<file path="src/sdis_pkg.sv">
// Shared types and codes for the SD card init sequencer.
// No dependencies; used by the output buffer, the top level and the bench.
package sdis_pkg;

	// Request command codes
	typedef enum logic [1:0] {
		CMD_START   = 2'd0,
		CMD_OUTCOME = 2'd1,
		CMD_READ    = 2'd2,
		CMD_WRITE   = 2'd3
	} sdis_cmd_t;

	// Response kinds handed to the host controller
	localparam logic [1:0] RESP_NONE      = 2'd0;
	localparam logic [1:0] RESP_136       = 2'd1;
	localparam logic [1:0] RESP_48        = 2'd2;
	localparam logic [1:0] RESP_48_BUSY   = 2'd3;

	// Data direction codes
	localparam logic [1:0] DIR_NONE  = 2'd0;
	localparam logic [1:0] DIR_READ  = 2'd1;
	localparam logic [1:0] DIR_WRITE = 2'd2;

	// Result codes
	localparam logic [3:0] RC_OK        = 4'd0;
	localparam logic [3:0] RC_BAD_ECHO  = 4'd1;
	localparam logic [3:0] RC_NO_CARD   = 4'd2;
	localparam logic [3:0] RC_CMD2_FAIL = 4'd3;
	localparam logic [3:0] RC_CMD3_FAIL = 4'd4;
	localparam logic [3:0] RC_CMD9_FAIL = 4'd5;
	localparam logic [3:0] RC_CMD7_FAIL = 4'd6;
	localparam logic [3:0] RC_ACMD6_FAIL = 4'd7;
	localparam logic [3:0] RC_CMD16_FAIL = 4'd8;
	localparam logic [3:0] RC_BLOCK_FAIL = 4'd9;

	// Configuration register indexes
	localparam int unsigned CFG_IDX_W = 3;
	localparam int unsigned CFG_DATA_W = 24;
	localparam logic [CFG_IDX_W-1:0] REG_ECHO_LIMIT  = 3'd0;
	localparam logic [CFG_IDX_W-1:0] REG_READY_LIMIT = 3'd1;
	localparam logic [CFG_IDX_W-1:0] REG_BLOCK_LEN   = 3'd2;
	localparam logic [CFG_IDX_W-1:0] REG_CHECK_PAT   = 3'd3;
	localparam logic [CFG_IDX_W-1:0] REG_OCR_WINDOW  = 3'd4;

	// Register reset values
	localparam logic [7:0]  ECHO_LIMIT_RST  = 8'd30;
	localparam logic [9:0]  READY_LIMIT_RST = 10'd150;
	localparam logic [11:0] BLOCK_LEN_RST   = 12'd512;
	localparam logic [11:0] CHECK_PAT_RST   = 12'h1aa;
	localparam logic [23:0] OCR_WINDOW_RST  = 24'hff8000;

	// One result word
	typedef struct packed {
		logic        issue;
		logic [5:0]  cmd_index;
		logic [31:0] cmd_arg;
		logic [1:0]  resp_kind;
		logic        index_check;
		logic        crc_check;
		logic [1:0]  data_dir;
		logic        delay_first;
		logic        fast_clock;
		logic        wide_bus;
		logic        done_res;
		logic [3:0]  result_code;
	} sdis_res_t;

endpackage

</file>
<file path="src/sdis_req_if.sv">
// Request channel: valid/ready handshake with the input word fields.
// Depends on nothing.
interface sdis_req_if;
	logic        valid;
	logic        ready;
	logic [1:0]  command;
	logic        cmd_complete;
	logic        cmd_timeout;
	logic        error_summary;
	logic [31:0] response;
	logic [31:0] block_index;

	modport source (output valid, command, cmd_complete, cmd_timeout, error_summary,
		response, block_index, input ready);
	modport sink (input valid, command, cmd_complete, cmd_timeout, error_summary,
		response, block_index, output ready);
endinterface

</file>
<file path="src/sdis_rsp_if.sv">
// Result channel: valid/ready handshake with the result word fields.
// Depends on nothing.
interface sdis_rsp_if;
	logic        valid;
	logic        ready;
	logic        issue;
	logic [5:0]  cmd_index;
	logic [31:0] cmd_arg;
	logic [1:0]  resp_kind;
	logic        index_check;
	logic        crc_check;
	logic [1:0]  data_dir;
	logic        delay_first;
	logic        fast_clock;
	logic        wide_bus;
	logic        done_res;
	logic [3:0]  result_code;

	modport source (output valid, issue, cmd_index, cmd_arg, resp_kind, index_check,
		crc_check, data_dir, delay_first, fast_clock, wide_bus, done_res, result_code,
		input ready);
	modport sink (input valid, issue, cmd_index, cmd_arg, resp_kind, index_check,
		crc_check, data_dir, delay_first, fast_clock, wide_bus, done_res, result_code,
		output ready);
endinterface

</file>
<file path="src/sdis_out_buf.sv">
// Output register with one skid entry for the result channel.
// Depends on sdis_pkg and sdis_rsp_if.
module sdis_out_buf (
	input  logic              clk,
	input  logic              arst_n,
	input  logic              push_valid,
	input  sdis_pkg::sdis_res_t push_data,
	output logic              push_ready,
	sdis_rsp_if.source        rsp
);
	import sdis_pkg::*;

	logic      out_v_q;
	sdis_res_t out_d_q;
	logic      sk_v_q;
	sdis_res_t sk_d_q;
	logic      pop;

	assign pop        = out_v_q && rsp.ready;
	assign push_ready = !sk_v_q;

	// Hold control: drain the skid entry first, else load the output register
	always_ff @(posedge clk or negedge arst_n) begin
		if (!arst_n) begin
			out_v_q <= 1'b0;
			sk_v_q  <= 1'b0;
		end else if (sk_v_q) begin
			if (pop) begin
				sk_v_q <= 1'b0;
			end
		end else if (push_valid) begin
			if (!out_v_q || pop) begin
				out_v_q <= 1'b1;
			end else begin
				sk_v_q <= 1'b1;
			end
		end else if (pop) begin
			out_v_q <= 1'b0;
		end
	end

	// Payload registers
	always_ff @(posedge clk) begin
		if (sk_v_q) begin
			if (pop) begin
				out_d_q <= sk_d_q;
			end
		end else if (push_valid) begin
			if (!out_v_q || pop) begin
				out_d_q <= push_data;
			end else begin
				sk_d_q <= push_data;
			end
		end
	end

	assign rsp.valid       = out_v_q;
	assign rsp.issue       = out_d_q.issue;
	assign rsp.cmd_index   = out_d_q.cmd_index;
	assign rsp.cmd_arg     = out_d_q.cmd_arg;
	assign rsp.resp_kind   = out_d_q.resp_kind;
	assign rsp.index_check = out_d_q.index_check;
	assign rsp.crc_check   = out_d_q.crc_check;
	assign rsp.data_dir    = out_d_q.data_dir;
	assign rsp.delay_first = out_d_q.delay_first;
	assign rsp.fast_clock  = out_d_q.fast_clock;
	assign rsp.wide_bus    = out_d_q.wide_bus;
	assign rsp.done_res    = out_d_q.done_res;
	assign rsp.result_code = out_d_q.result_code;

	// The skid entry only fills behind a held output word
	a_skid_behind_out: assert property (@(posedge clk) disable iff (!arst_n)
		sk_v_q |-> out_v_q) else $error("skid entry valid with empty output register");
	// A stalled output word with a full skid drains into the output register
	a_skid_drain: assert property (@(posedge clk) disable iff (!arst_n)
		(sk_v_q && pop) |=> (out_v_q && !sk_v_q))
		else $error("skid entry not moved on pop");
	// A push is never taken while the skid is full
	a_no_push_full: assert property (@(posedge clk) disable iff (!arst_n)
		!(push_valid && sk_v_q)) else $error("push while buffer full");
endmodule

</file>
<file path="src/sd_card_init_sequencer_top.sv">
// SD card init sequencer: maps each request word to the next command or a result code.
// Depends on sdis_pkg, sdis_req_if, sdis_rsp_if and sdis_out_buf.
// An accepted request's result word is registered into the output register, or into the skid entry behind a held word.
// Throughput: one request per cycle while req.ready is high; the next state is combinational logic.
// req.ready drops only while the output register and its skid entry are both full.
// Reset (arst_n low) returns to idle, clears all state and loads register defaults.
module sd_card_init_sequencer_top (
	input  logic                                clk,
	input  logic                                arst_n,
	sdis_req_if.sink                            req,
	sdis_rsp_if.source                          rsp,
	input  logic                                cfg_we,
	input  logic [sdis_pkg::CFG_IDX_W-1:0]      cfg_idx,
	input  logic [sdis_pkg::CFG_DATA_W-1:0]     cfg_wdata
);
	import sdis_pkg::*;

	typedef enum logic [3:0] {
		PH_IDLE   = 4'd0,
		PH_CMD0   = 4'd1,
		PH_CMD8   = 4'd2,
		PH_RDY55  = 4'd3,
		PH_ACMD41 = 4'd4,
		PH_CMD2   = 4'd5,
		PH_CMD3   = 4'd6,
		PH_CMD9   = 4'd7,
		PH_CMD7   = 4'd8,
		PH_BUS55  = 4'd9,
		PH_ACMD6  = 4'd10,
		PH_CMD16  = 4'd11,
		PH_BLOCK  = 4'd12
	} phase_t;

	// Card command numbers
	localparam logic [5:0] IDX_CMD0   = 6'd0;
	localparam logic [5:0] IDX_CMD2   = 6'd2;
	localparam logic [5:0] IDX_CMD3   = 6'd3;
	localparam logic [5:0] IDX_ACMD6  = 6'd6;
	localparam logic [5:0] IDX_CMD7   = 6'd7;
	localparam logic [5:0] IDX_CMD8   = 6'd8;
	localparam logic [5:0] IDX_CMD9   = 6'd9;
	localparam logic [5:0] IDX_CMD16  = 6'd16;
	localparam logic [5:0] IDX_CMD17  = 6'd17;
	localparam logic [5:0] IDX_CMD24  = 6'd24;
	localparam logic [5:0] IDX_ACMD41 = 6'd41;
	localparam logic [5:0] IDX_CMD55  = 6'd55;
	localparam logic [31:0] ARG_BUS4  = 32'd2;

	// Configuration registers
	logic [7:0]  echo_lim_q;
	logic [9:0]  ready_lim_q;
	logic [11:0] blk_len_q;
	logic [11:0] check_pat_q;
	logic [23:0] ocr_q;

	// Sequencer state
	phase_t      phase_q, phase_d;
	logic [9:0]  try_q, try_d;
	logic        v2_q, v2_d;
	logic [15:0] rca_q, rca_d;
	logic        byte_q, byte_d;
	logic [31:0] last_q, last_d;
	logic        fast_q, fast_d;
	logic        wide_q, wide_d;

	logic        accept;
	logic        push_valid;
	logic        push_ready;
	sdis_res_t   res;
	sdis_cmd_t   cmd;
	logic        cap;
	logic [9:0]  try_inc;

	assign accept  = req.valid && req.ready;
	assign req.ready = push_ready;
	assign cmd     = sdis_cmd_t'(req.command);
	assign try_inc = try_q + 10'd1;

	// Write configuration registers
	always_ff @(posedge clk or negedge arst_n) begin
		if (!arst_n) begin
			echo_lim_q  <= ECHO_LIMIT_RST;
			ready_lim_q <= READY_LIMIT_RST;
			blk_len_q   <= BLOCK_LEN_RST;
			check_pat_q <= CHECK_PAT_RST;
			ocr_q       <= OCR_WINDOW_RST;
		end else if (cfg_we) begin
			unique case (cfg_idx)
				REG_ECHO_LIMIT:  echo_lim_q  <= cfg_wdata[7:0];
				REG_READY_LIMIT: ready_lim_q <= cfg_wdata[9:0];
				REG_BLOCK_LEN:   blk_len_q   <= cfg_wdata[11:0];
				REG_CHECK_PAT:   check_pat_q <= cfg_wdata[11:0];
				REG_OCR_WINDOW:  ocr_q       <= cfg_wdata[23:0];
				default: ;
			endcase
		end
	end

	// Next command or result for the request word
	always_comb begin
		phase_d = phase_q;
		try_d   = try_q;
		v2_d    = v2_q;
		rca_d   = rca_q;
		byte_d  = byte_q;
		last_d  = last_q;
		fast_d  = fast_q;
		wide_d  = wide_q;
		res     = '0;
		push_valid = 1'b0;
		cap = (phase_q == PH_CMD8) || (phase_q == PH_ACMD41) || (phase_q == PH_CMD2) ||
			(phase_q == PH_CMD3) || (phase_q == PH_CMD9) || (phase_q == PH_CMD7) ||
			(phase_q == PH_ACMD6) || (phase_q == PH_CMD16);

		unique case (cmd)
			CMD_START: begin
				push_valid = 1'b1;
				v2_d  = 1'b0;
				try_d = '0;
				res.issue = 1'b1;
				res.cmd_index = IDX_CMD0;
				phase_d = PH_CMD0;
			end
			CMD_READ, CMD_WRITE: begin
				if (phase_q == PH_IDLE) begin
					push_valid = 1'b1;
					res.issue = 1'b1;
					res.cmd_index = (cmd == CMD_READ) ? IDX_CMD17 : IDX_CMD24;
					res.cmd_arg = byte_q ? {req.block_index[22:0], 9'd0} : req.block_index;
					res.resp_kind = RESP_48;
					res.index_check = 1'b1;
					res.crc_check = 1'b1;
					res.data_dir = (cmd == CMD_READ) ? DIR_READ : DIR_WRITE;
					phase_d = PH_BLOCK;
				end
			end
			CMD_OUTCOME: begin
				if (phase_q != PH_IDLE && phase_q <= PH_BLOCK) begin
					push_valid = 1'b1;
					if (cap && !req.error_summary) begin
						last_d = req.response;
					end
					// Default to a plain 48-bit response command with both checks
					res.resp_kind = RESP_48;
					res.index_check = 1'b1;
					res.crc_check = 1'b1;
					res.issue = 1'b1;
					unique case (phase_q)
						PH_CMD0: begin
							try_d = '0;
							if (echo_lim_q == 8'd0) begin
								res.cmd_index = IDX_CMD55;
								phase_d = PH_RDY55;
								// A zero ready limit ends with no card at once
								if (ready_lim_q == 10'd0) begin
									res.issue = 1'b0;
									res.result_code = RC_NO_CARD;
								end
							end else begin
								res.cmd_index = IDX_CMD8;
								res.cmd_arg = {20'd0, check_pat_q};
								phase_d = PH_CMD8;
							end
						end
						PH_CMD8: begin
							if (req.cmd_timeout) begin
								if (try_inc < {2'd0, echo_lim_q}) begin
									try_d = try_inc;
									res.cmd_index = IDX_CMD8;
									res.cmd_arg = {20'd0, check_pat_q};
									res.delay_first = 1'b1;
									phase_d = PH_CMD8;
								end else begin
									try_d = '0;
									res.cmd_index = IDX_CMD55;
									res.delay_first = 1'b1;
									phase_d = PH_RDY55;
									if (ready_lim_q == 10'd0) begin
										res.issue = 1'b0;
										res.result_code = RC_NO_CARD;
									end
								end
							end else if (req.cmd_complete &&
								last_d == {20'd0, check_pat_q}) begin
								v2_d = 1'b1;
								try_d = '0;
								res.cmd_index = IDX_CMD55;
								phase_d = PH_RDY55;
								if (ready_lim_q == 10'd0) begin
									res.issue = 1'b0;
									res.result_code = RC_NO_CARD;
								end
							end else begin
								res.issue = 1'b0;
								res.result_code = RC_BAD_ECHO;
							end
						end
						PH_RDY55: begin
							if (req.cmd_complete) begin
								res.cmd_index = IDX_ACMD41;
								res.cmd_arg = {1'b0, v2_q, 6'd0, ocr_q};
								res.index_check = 1'b0;
								res.crc_check = 1'b0;
								phase_d = PH_ACMD41;
							end else if (req.cmd_timeout) begin
								try_d = try_inc;
								res.cmd_index = IDX_CMD55;
								res.delay_first = 1'b1;
								phase_d = PH_RDY55;
								res.issue = (try_inc < ready_lim_q);
							end else begin
								res.issue = 1'b0;
							end
							if (!res.issue) res.result_code = RC_NO_CARD;
						end
						PH_ACMD41: begin
							if (!req.cmd_timeout && req.cmd_complete && last_d[31]) begin
								byte_d = !v2_q;
								res.cmd_index = IDX_CMD2;
								res.resp_kind = RESP_136;
								res.index_check = 1'b0;
								phase_d = PH_CMD2;
							end else if (req.cmd_timeout || req.cmd_complete) begin
								try_d = try_inc;
								res.cmd_index = IDX_CMD55;
								res.delay_first = 1'b1;
								phase_d = PH_RDY55;
								res.issue = (try_inc < ready_lim_q);
							end else begin
								res.issue = 1'b0;
							end
							if (!res.issue) res.result_code = RC_NO_CARD;
						end
						PH_CMD2: begin
							res.issue = req.cmd_complete;
							res.cmd_index = IDX_CMD3;
							phase_d = PH_CMD3;
							if (!req.cmd_complete) res.result_code = RC_CMD2_FAIL;
						end
						PH_CMD3: begin
							res.issue = req.cmd_complete;
							if (req.cmd_complete) begin
								rca_d = last_d[31:16];
								res.cmd_index = IDX_CMD9;
								res.cmd_arg = {last_d[31:16], 16'd0};
								res.resp_kind = RESP_136;
								res.index_check = 1'b0;
								phase_d = PH_CMD9;
							end else begin
								res.result_code = RC_CMD3_FAIL;
							end
						end
						PH_CMD9: begin
							res.issue = req.cmd_complete;
							if (req.cmd_complete) begin
								fast_d = 1'b1;
								res.cmd_index = IDX_CMD7;
								res.cmd_arg = {rca_q, 16'd0};
								res.resp_kind = RESP_48_BUSY;
								phase_d = PH_CMD7;
							end else begin
								res.result_code = RC_CMD9_FAIL;
							end
						end
						PH_CMD7: begin
							res.issue = req.cmd_complete;
							res.cmd_index = IDX_CMD55;
							res.cmd_arg = {rca_q, 16'd0};
							phase_d = PH_BUS55;
							if (!req.cmd_complete) res.result_code = RC_CMD7_FAIL;
						end
						PH_BUS55: begin
							res.issue = req.cmd_complete;
							res.cmd_index = IDX_ACMD6;
							res.cmd_arg = ARG_BUS4;
							phase_d = PH_ACMD6;
							if (!req.cmd_complete) res.result_code = RC_ACMD6_FAIL;
						end
						PH_ACMD6: begin
							res.issue = req.cmd_complete;
							if (req.cmd_complete) begin
								wide_d = 1'b1;
								res.cmd_index = IDX_CMD16;
								res.cmd_arg = {20'd0, blk_len_q};
								phase_d = PH_CMD16;
							end else begin
								res.result_code = RC_ACMD6_FAIL;
							end
						end
						PH_CMD16: begin
							res.issue = 1'b0;
							res.result_code = req.cmd_complete ? RC_OK : RC_CMD16_FAIL;
						end
						default: begin
							res.issue = 1'b0;
							res.result_code = req.cmd_complete ? RC_OK : RC_BLOCK_FAIL;
						end
					endcase
					// A finished job drops all command fields and returns to idle
					if (!res.issue) begin
						res.cmd_index = '0;
						res.cmd_arg = '0;
						res.resp_kind = RESP_NONE;
						res.index_check = 1'b0;
						res.crc_check = 1'b0;
						res.data_dir = DIR_NONE;
						res.delay_first = 1'b0;
						res.done_res = 1'b1;
						phase_d = PH_IDLE;
					end
				end
			end
			default: ;
		endcase
		res.fast_clock = fast_d;
		res.wide_bus = wide_d;
	end

	// Hold sequencer state; advance only on an accepted word
	always_ff @(posedge clk or negedge arst_n) begin
		if (!arst_n) begin
			phase_q <= PH_IDLE;
			try_q   <= '0;
			v2_q    <= 1'b0;
			rca_q   <= '0;
			byte_q  <= 1'b0;
			last_q  <= '0;
			fast_q  <= 1'b0;
			wide_q  <= 1'b0;
		end else if (accept) begin
			phase_q <= phase_d;
			try_q   <= try_d;
			v2_q    <= v2_d;
			rca_q   <= rca_d;
			byte_q  <= byte_d;
			last_q  <= last_d;
			fast_q  <= fast_d;
			wide_q  <= wide_d;
		end
	end

	sdis_out_buf u_out_buf (
		.clk        (clk),
		.arst_n     (arst_n),
		.push_valid (accept && push_valid),
		.push_data  (res),
		.push_ready (push_ready),
		.rsp        (rsp)
	);

	// Every result word is either a command or a finish, never both
	a_issue_xor_done: assert property (@(posedge clk) disable iff (!arst_n)
		(accept && push_valid) |-> (res.issue != res.done_res))
		else $error("result word is neither or both command and finish");
	// A start always restarts at CMD0
	a_start_cmd0: assert property (@(posedge clk) disable iff (!arst_n)
		(accept && cmd == CMD_START) |=> (phase_q == PH_CMD0 && !v2_q && try_q == '0))
		else $error("start did not restart the sequence");
	// The wide bus is only selected after the clock speed-up
	a_wide_after_fast: assert property (@(posedge clk) disable iff (!arst_n)
		wide_q |-> fast_q) else $error("wide bus without fast clock");
	// A finish word always sends the sequencer back to idle
	a_done_idle: assert property (@(posedge clk) disable iff (!arst_n)
		(accept && push_valid && res.done_res) |=> phase_q == PH_IDLE)
		else $error("finished job left sequencer busy");
endmodule

</file>
<file path="src/flat_wrapper.sv">
// flat-port wrapper written by rule: the top's interface ports become plain ports
module sd_card_init_sequencer_top_flat import sdis_pkg::*;
  (clk, arst_n, cfg_we, cfg_idx, cfg_wdata, req_valid, req_command, req_cmd_complete, req_cmd_timeout, req_error_summary, req_response, req_block_index, req_ready, rsp_valid, rsp_issue, rsp_cmd_index, rsp_cmd_arg, rsp_resp_kind, rsp_index_check, rsp_crc_check, rsp_data_dir, rsp_delay_first, rsp_fast_clock, rsp_wide_bus, rsp_done_res, rsp_result_code, rsp_ready);
  sdis_req_if req_i ();
  sdis_rsp_if rsp_i ();
  input  logic clk;
  input  logic arst_n;
  input  logic cfg_we;
  input  logic [sdis_pkg::CFG_IDX_W-1:0] cfg_idx;
  input  logic [sdis_pkg::CFG_DATA_W-1:0] cfg_wdata;
  input wire logic [$bits(req_i.valid)-1:0] req_valid;
  input wire logic [$bits(req_i.command)-1:0] req_command;
  input wire logic [$bits(req_i.cmd_complete)-1:0] req_cmd_complete;
  input wire logic [$bits(req_i.cmd_timeout)-1:0] req_cmd_timeout;
  input wire logic [$bits(req_i.error_summary)-1:0] req_error_summary;
  input wire logic [$bits(req_i.response)-1:0] req_response;
  input wire logic [$bits(req_i.block_index)-1:0] req_block_index;
  output wire logic [$bits(req_i.ready)-1:0] req_ready;
  output wire logic [$bits(rsp_i.valid)-1:0] rsp_valid;
  output wire logic [$bits(rsp_i.issue)-1:0] rsp_issue;
  output wire logic [$bits(rsp_i.cmd_index)-1:0] rsp_cmd_index;
  output wire logic [$bits(rsp_i.cmd_arg)-1:0] rsp_cmd_arg;
  output wire logic [$bits(rsp_i.resp_kind)-1:0] rsp_resp_kind;
  output wire logic [$bits(rsp_i.index_check)-1:0] rsp_index_check;
  output wire logic [$bits(rsp_i.crc_check)-1:0] rsp_crc_check;
  output wire logic [$bits(rsp_i.data_dir)-1:0] rsp_data_dir;
  output wire logic [$bits(rsp_i.delay_first)-1:0] rsp_delay_first;
  output wire logic [$bits(rsp_i.fast_clock)-1:0] rsp_fast_clock;
  output wire logic [$bits(rsp_i.wide_bus)-1:0] rsp_wide_bus;
  output wire logic [$bits(rsp_i.done_res)-1:0] rsp_done_res;
  output wire logic [$bits(rsp_i.result_code)-1:0] rsp_result_code;
  input wire logic [$bits(rsp_i.ready)-1:0] rsp_ready;
  assign req_i.valid = req_valid;
  assign req_i.command = req_command;
  assign req_i.cmd_complete = req_cmd_complete;
  assign req_i.cmd_timeout = req_cmd_timeout;
  assign req_i.error_summary = req_error_summary;
  assign req_i.response = req_response;
  assign req_i.block_index = req_block_index;
  assign req_ready = req_i.ready;
  assign rsp_valid = rsp_i.valid;
  assign rsp_issue = rsp_i.issue;
  assign rsp_cmd_index = rsp_i.cmd_index;
  assign rsp_cmd_arg = rsp_i.cmd_arg;
  assign rsp_resp_kind = rsp_i.resp_kind;
  assign rsp_index_check = rsp_i.index_check;
  assign rsp_crc_check = rsp_i.crc_check;
  assign rsp_data_dir = rsp_i.data_dir;
  assign rsp_delay_first = rsp_i.delay_first;
  assign rsp_fast_clock = rsp_i.fast_clock;
  assign rsp_wide_bus = rsp_i.wide_bus;
  assign rsp_done_res = rsp_i.done_res;
  assign rsp_result_code = rsp_i.result_code;
  assign rsp_i.ready = rsp_ready;
  sd_card_init_sequencer_top u_core (.clk(clk), .arst_n(arst_n), .req(req_i), .rsp(rsp_i), .cfg_we(cfg_we), .cfg_idx(cfg_idx), .cfg_wdata(cfg_wdata));
endmodule
</file>
<file path="config.mk">
export PLATFORM = sky130hd
export DESIGN_NAME = sd_card_init_sequencer_top_flat
export DESIGN_NICKNAME = d
export VERILOG_FILES = /design/src/sdis_pkg.sv /design/src/sdis_req_if.sv /design/src/sdis_rsp_if.sv /design/src/sdis_out_buf.sv /design/src/sd_card_init_sequencer_top.sv /design/src/flat_wrapper.sv
export SDC_FILE = /design/constraint.sdc
export NUM_CORES = 1
export LEC_CHECK = 0
export ABC_AREA = 1
export BUFFER_PORTS_ARGS = -buffer_cell sky130_fd_sc_hd__buf_4
export CAP_MARGIN = 10
export CORE_MARGIN = 5
export CORE_UTILIZATION = 45
export DETAILED_ROUTE_END_ITERATION = 8
export HOLD_SLACK_MARGIN = 0.02
export PLACE_DENSITY = 0.7
export SLEW_MARGIN = 20
export SYNTH_ARGS = -nofsm -noshare
export SYNTH_HDL_FRONTEND = slang
export SYNTH_SLANG_ARGS = --single-unit
export TNS_END_PERCENT = 20
</file>
<file path="constraint.sdc">
create_clock -name clk -period 7.4 [get_ports clk]
set_input_delay 2.22 -clock clk [delete_from_list [all_inputs] [get_ports clk]]
set_output_delay 2.22 -clock clk [all_outputs]
set_load 0.01 [all_outputs]
</file>
==> metrics.md <==
| Metric | Value |
|---|---|
| Slew at the pin with the worst max-slew slack | `1060 ps` |
| Crit. End Element | `flop` |
| Syn Area/Cell | `8.79 um^2` |
| Nets | `1,637` |
| Post-synthesis sequential area ratio | `54.1%` |
| Setup crit end | `u_core.rca_q[11]` |
| R2R Path End | `u_core.u_out_buf.rsp.delay_first` |
| R2r setup slk | `3610 ps` |
| Final hold viol count | `0` |
| Worst vdd ir | `0.175 mV` |
| Fin crit share | `70.5%` |
| Worst skew pair latency | `540 ps` |
| H-tree depth | `1` |
| Routed vias/inst | `5.31` |
| Slowest CP cell | `nor2_1` |
| Syn-to-layout area delta | `18.6%` |
| First-pass GRT wire length | `52,600 um` |
| Worst-path fanout max | `42` |
| Fin Clk Skew | `23.1 ps` |
| Largest net degree at the start of global routing | `64` |
| Synthesized area | `12,100 um^2` |
| Netlist cell types | `53` |
| Worst hold path class | `flop to flop` |
| GRT overflow | `0` |
| Fmax achieved | `192 MHz` |
| Critical path cell sequence | `buf_4, inv_1, nor2_4, buf_4, inv_1, nor2_1, inv_1, nor2_1, nand2_1, o21ai_0` |
| IO Port Bufs | `155` |
| Max Root-Sink Buffers | `3` |
| Reg2reg start | `u_core.try_q[0]` |
| Post-Synthesis Cells | `1,382` |
| Die Y | `174 um` |
| Core Area | `26,700 um^2` |
| Initial Util | `45.4%` |
| Chip Width | `174 um` |
| R2R cell count | `20` |
| Syn Nets | `1,500` |
| Max cap viols | `0` |
| Max-slew violation count | `0` |
| Crit path DAT | `5650 ps` |
| Setup TNS Final | `0 ps` |
| Final setup fails | `0` |
| Most frequent CP cell | `inv_1` |
| Rows | `60` |
| ANT nets after route | `0` |
| Run status | `completed` |
| Number of global-route vias before repair | `9,543` |
| 1st-iter DRT viols | `1,045` |
| Gp weighted congestion | `0.960` |
| Crit path launch | `req_command[0]` |
| Setup Fix Bufs, Post-CTS | `0` |
| Max_slew headroom | `28.8%` |
| DR vias | `9,980` |
| Drt pass-1 iters | `6` |
| Diode count | `0` |
| CP required | `7830 ps` |
| Detailed placement HPWL | `24,000 um` |
| Post-CTS resize count | `0` |
| CTS buffer count | `26` |
| Post-CTS Hold Buffers | `0` |
| Fin crit period | `5220 ps` |
| DRC Markers | `0` |
| CTS sink count | `240` |
| Die ar. | `30,400 um^2` |
| Initial antenna violation count | `0` |
| Crit path launch type | `primary input` |
| GRT Util Overall | `21.2%` |
| Final hold slack | `459 ps` |
| Layout cell share with drive strength beyond 1 | `18.4%` |
| Leak pwr | `0.00657 uW` |
| CP peak stage delay | `820 ps` |
| Clk pin slew, worst setup/hold paths | `60 ps` |
| Synth Flop Type | `dfrtp_1` |
| FFs w/ async S/R, synth | `55.8%` |
| Clk root buf | `clkbuf_16` |
| Synth warn | `0` |
| Setup Crit Path Kind | `primary input to flop` |
| IO Count | `156` |
| Routed WL | `33,000 um` |
| Power Density | `332 nW/um^2` |
| CTS tree | `yes` |
| RSZ-0062 raised after global routing | `false` |
| Post-synth EDFFs | `106` |
| DR WL/cell | `17.5 um` |
| FF+latch count, synth | `240` |
[synth_stat cells (all sizes together), types with 3 or more instances]
cell type | count | share of area, %
inv | 134 | 4.1
a22oi | 3 | 0.19
a31oi | 16 | 0.82
o21ai | 160 | 7.1
clkinv | 3 | 0.093
a221o | 6 | 0.49
o211ai | 4 | 0.25
nand2 | 429 | 13
mux2 | 12 | 1.1
nor2 | 94 | 2.9
nand4 | 5 | 0.26
xor2 | 9 | 0.65
buf | 15 | 0.89
nand3 | 90 | 4.2
ha | 17 | 1.8
nor3 | 7 | 0.29
dfstp | 23 | 5.0
nor4 | 6 | 0.31
clkbuf | 43 | 1.3
a22o | 6 | 0.43
a21oi | 24 | 0.99
nand3b | 15 | 0.93
o2bb2ai | 7 | 0.50
edfxtp | 106 | 26
dfrtp | 111 | 23
mux2i | 19 | 1.6
a211oi | 3 | 0.23
[worst max-delay path, delay by kind of cell]
| kind | cells | cell delay [ps] |
|---|---|---|
| AOI/OAI and AO/OA | 1 | 430 |
| and+or+nand+nor | 4 | 1950 |
| buffers and inverters | 5 | 1020 |
[kinds of logic (layout without fill, tap and decap cells)]
logic type / after synthesis / after routing / synth area share [%]
AOI/OAI and AO/OA: 242 / 242 / 11.9
xor gates and xnor gates: 10 / 10 / 0.721
adders and majority gates: 17 / 17 / 1.75
buffers and inverters: 195 / 352 / 6.45
DFF: 240 / 240 / 54.1
muxes: 31 / 31 / 2.68
and+or+nand+nor: 647 / 647 / 22.4
[sequential cells by signal (all words and copies together), names as in the netlist, 2 cells and up]
name and count:
u_core.blk_len_q 12, u_core.check_pat_q 12, u_core.echo_lim_q 8, u_core.last_q 32
u_core.ocr_q 24, u_core.phase_q 4, u_core.rca_q 16, u_core.ready_lim_q 10
u_core.try_q 10, u_core.u_out_buf.rsp.cmd_arg 32, u_core.u_out_buf.rsp.cmd_index 6, u_core.u_out_buf.rsp.data_dir 2
u_core.u_out_buf.rsp.resp_kind 2, u_core.u_out_buf.rsp.result_code 4, u_core.u_out_buf.sk_d_q 53
[how the worst min path moves through the flow]
| stage | cells past startpoint | startpoint | to |
|---|---|---|---|
| after floorplan | 2 | u_core.fast_q | u_core.fast_q |
| final | 2 | u_core.wide_q | u_core.wide_q |
| after detailed placement | 2 | u_core.wide_q | u_core.wide_q |
| after global placement | 2 | u_core.fast_q | u_core.fast_q |
| after CTS | 2 | u_core.wide_q | u_core.wide_q |
| after global routing | 2 | u_core.wide_q | u_core.wide_q |
[layer usage]
layer / share of wire (%) / vias up / GRT usage, %
li1: - / 4887 / -
met1: 46 / 4656 / 31.9
met2: 44 / 387 / 32.3
met3: 6.8 / 50 / 3.35
met4: 2.4 / 0 / 5.31
met5: 0 / - / 0
[metrics by stage]
step / power, uW / setup WS (ps) / instance area, um^2 / util, % / instances
floorplan: 3040 / 140 / 12100 / - / 1382
global placement: 3530 / 2000 / 13600 / 50.8 / 1832
detailed placement: 3560 / 1720 / 13600 / 50.8 / 1832
CTS: 4810 / 2270 / 14400 / 53.9 / 1880
global route: 5110 / 1880 / 14400 / 53.9 / 1880
finish: 4790 / 2180 / 14400 / 53.9 / 1880
[power by group]
group,switching (uW),internal [uW],leakage (uW)
Combinational,1090,546,0.00350
Clock,527,710,0.000398
Sequential,152,1760,0.00267
[cells in the final DEF, fill, tap and decap left out, drive strengths merged, types with 2 or more instances in the layout]
| master | netlist | layout |
|---|---|---|
| a221o | 6 | 6 |
| nand3b | 15 | 15 |
| inv | 134 | 134 |
| o21ai | 160 | 160 |
| nand3 | 90 | 90 |
| ha | 17 | 17 |
| a21oi | 24 | 24 |
| o2bb2ai | 7 | 7 |
| clkbuf | 43 | 34 |
| a22oi | 3 | 3 |
| buf | 15 | 167 |
| a221oi | 2 | 2 |
| mux2 | 12 | 12 |
| clkinv | 3 | 15 |
| o221ai | 2 | 2 |
| xor2 | 9 | 9 |
| a22o | 6 | 6 |
| a211oi | 3 | 3 |
| dfrtp | 111 | 111 |
| nand4 | 5 | 5 |
| o211ai | 4 | 4 |
| nor4 | 6 | 6 |
| nand2 | 429 | 429 |
| mux2i | 19 | 19 |
| edfxtp | 106 | 106 |
| nor3 | 7 | 7 |
| dfstp | 23 | 23 |
| a31oi | 16 | 16 |
| nor2 | 94 | 94 |
[final cells by class]
type	instances	area, um^2
clock buffer	34	711
clock inverter	14	105
fill	2427	12300
inverter	137	514
multi-input combinational	947	4820
sequential	240	6570
tap	341	427
timing repair buffer	167	1250
Note: power is estimated with default switching activity, not from simulation.
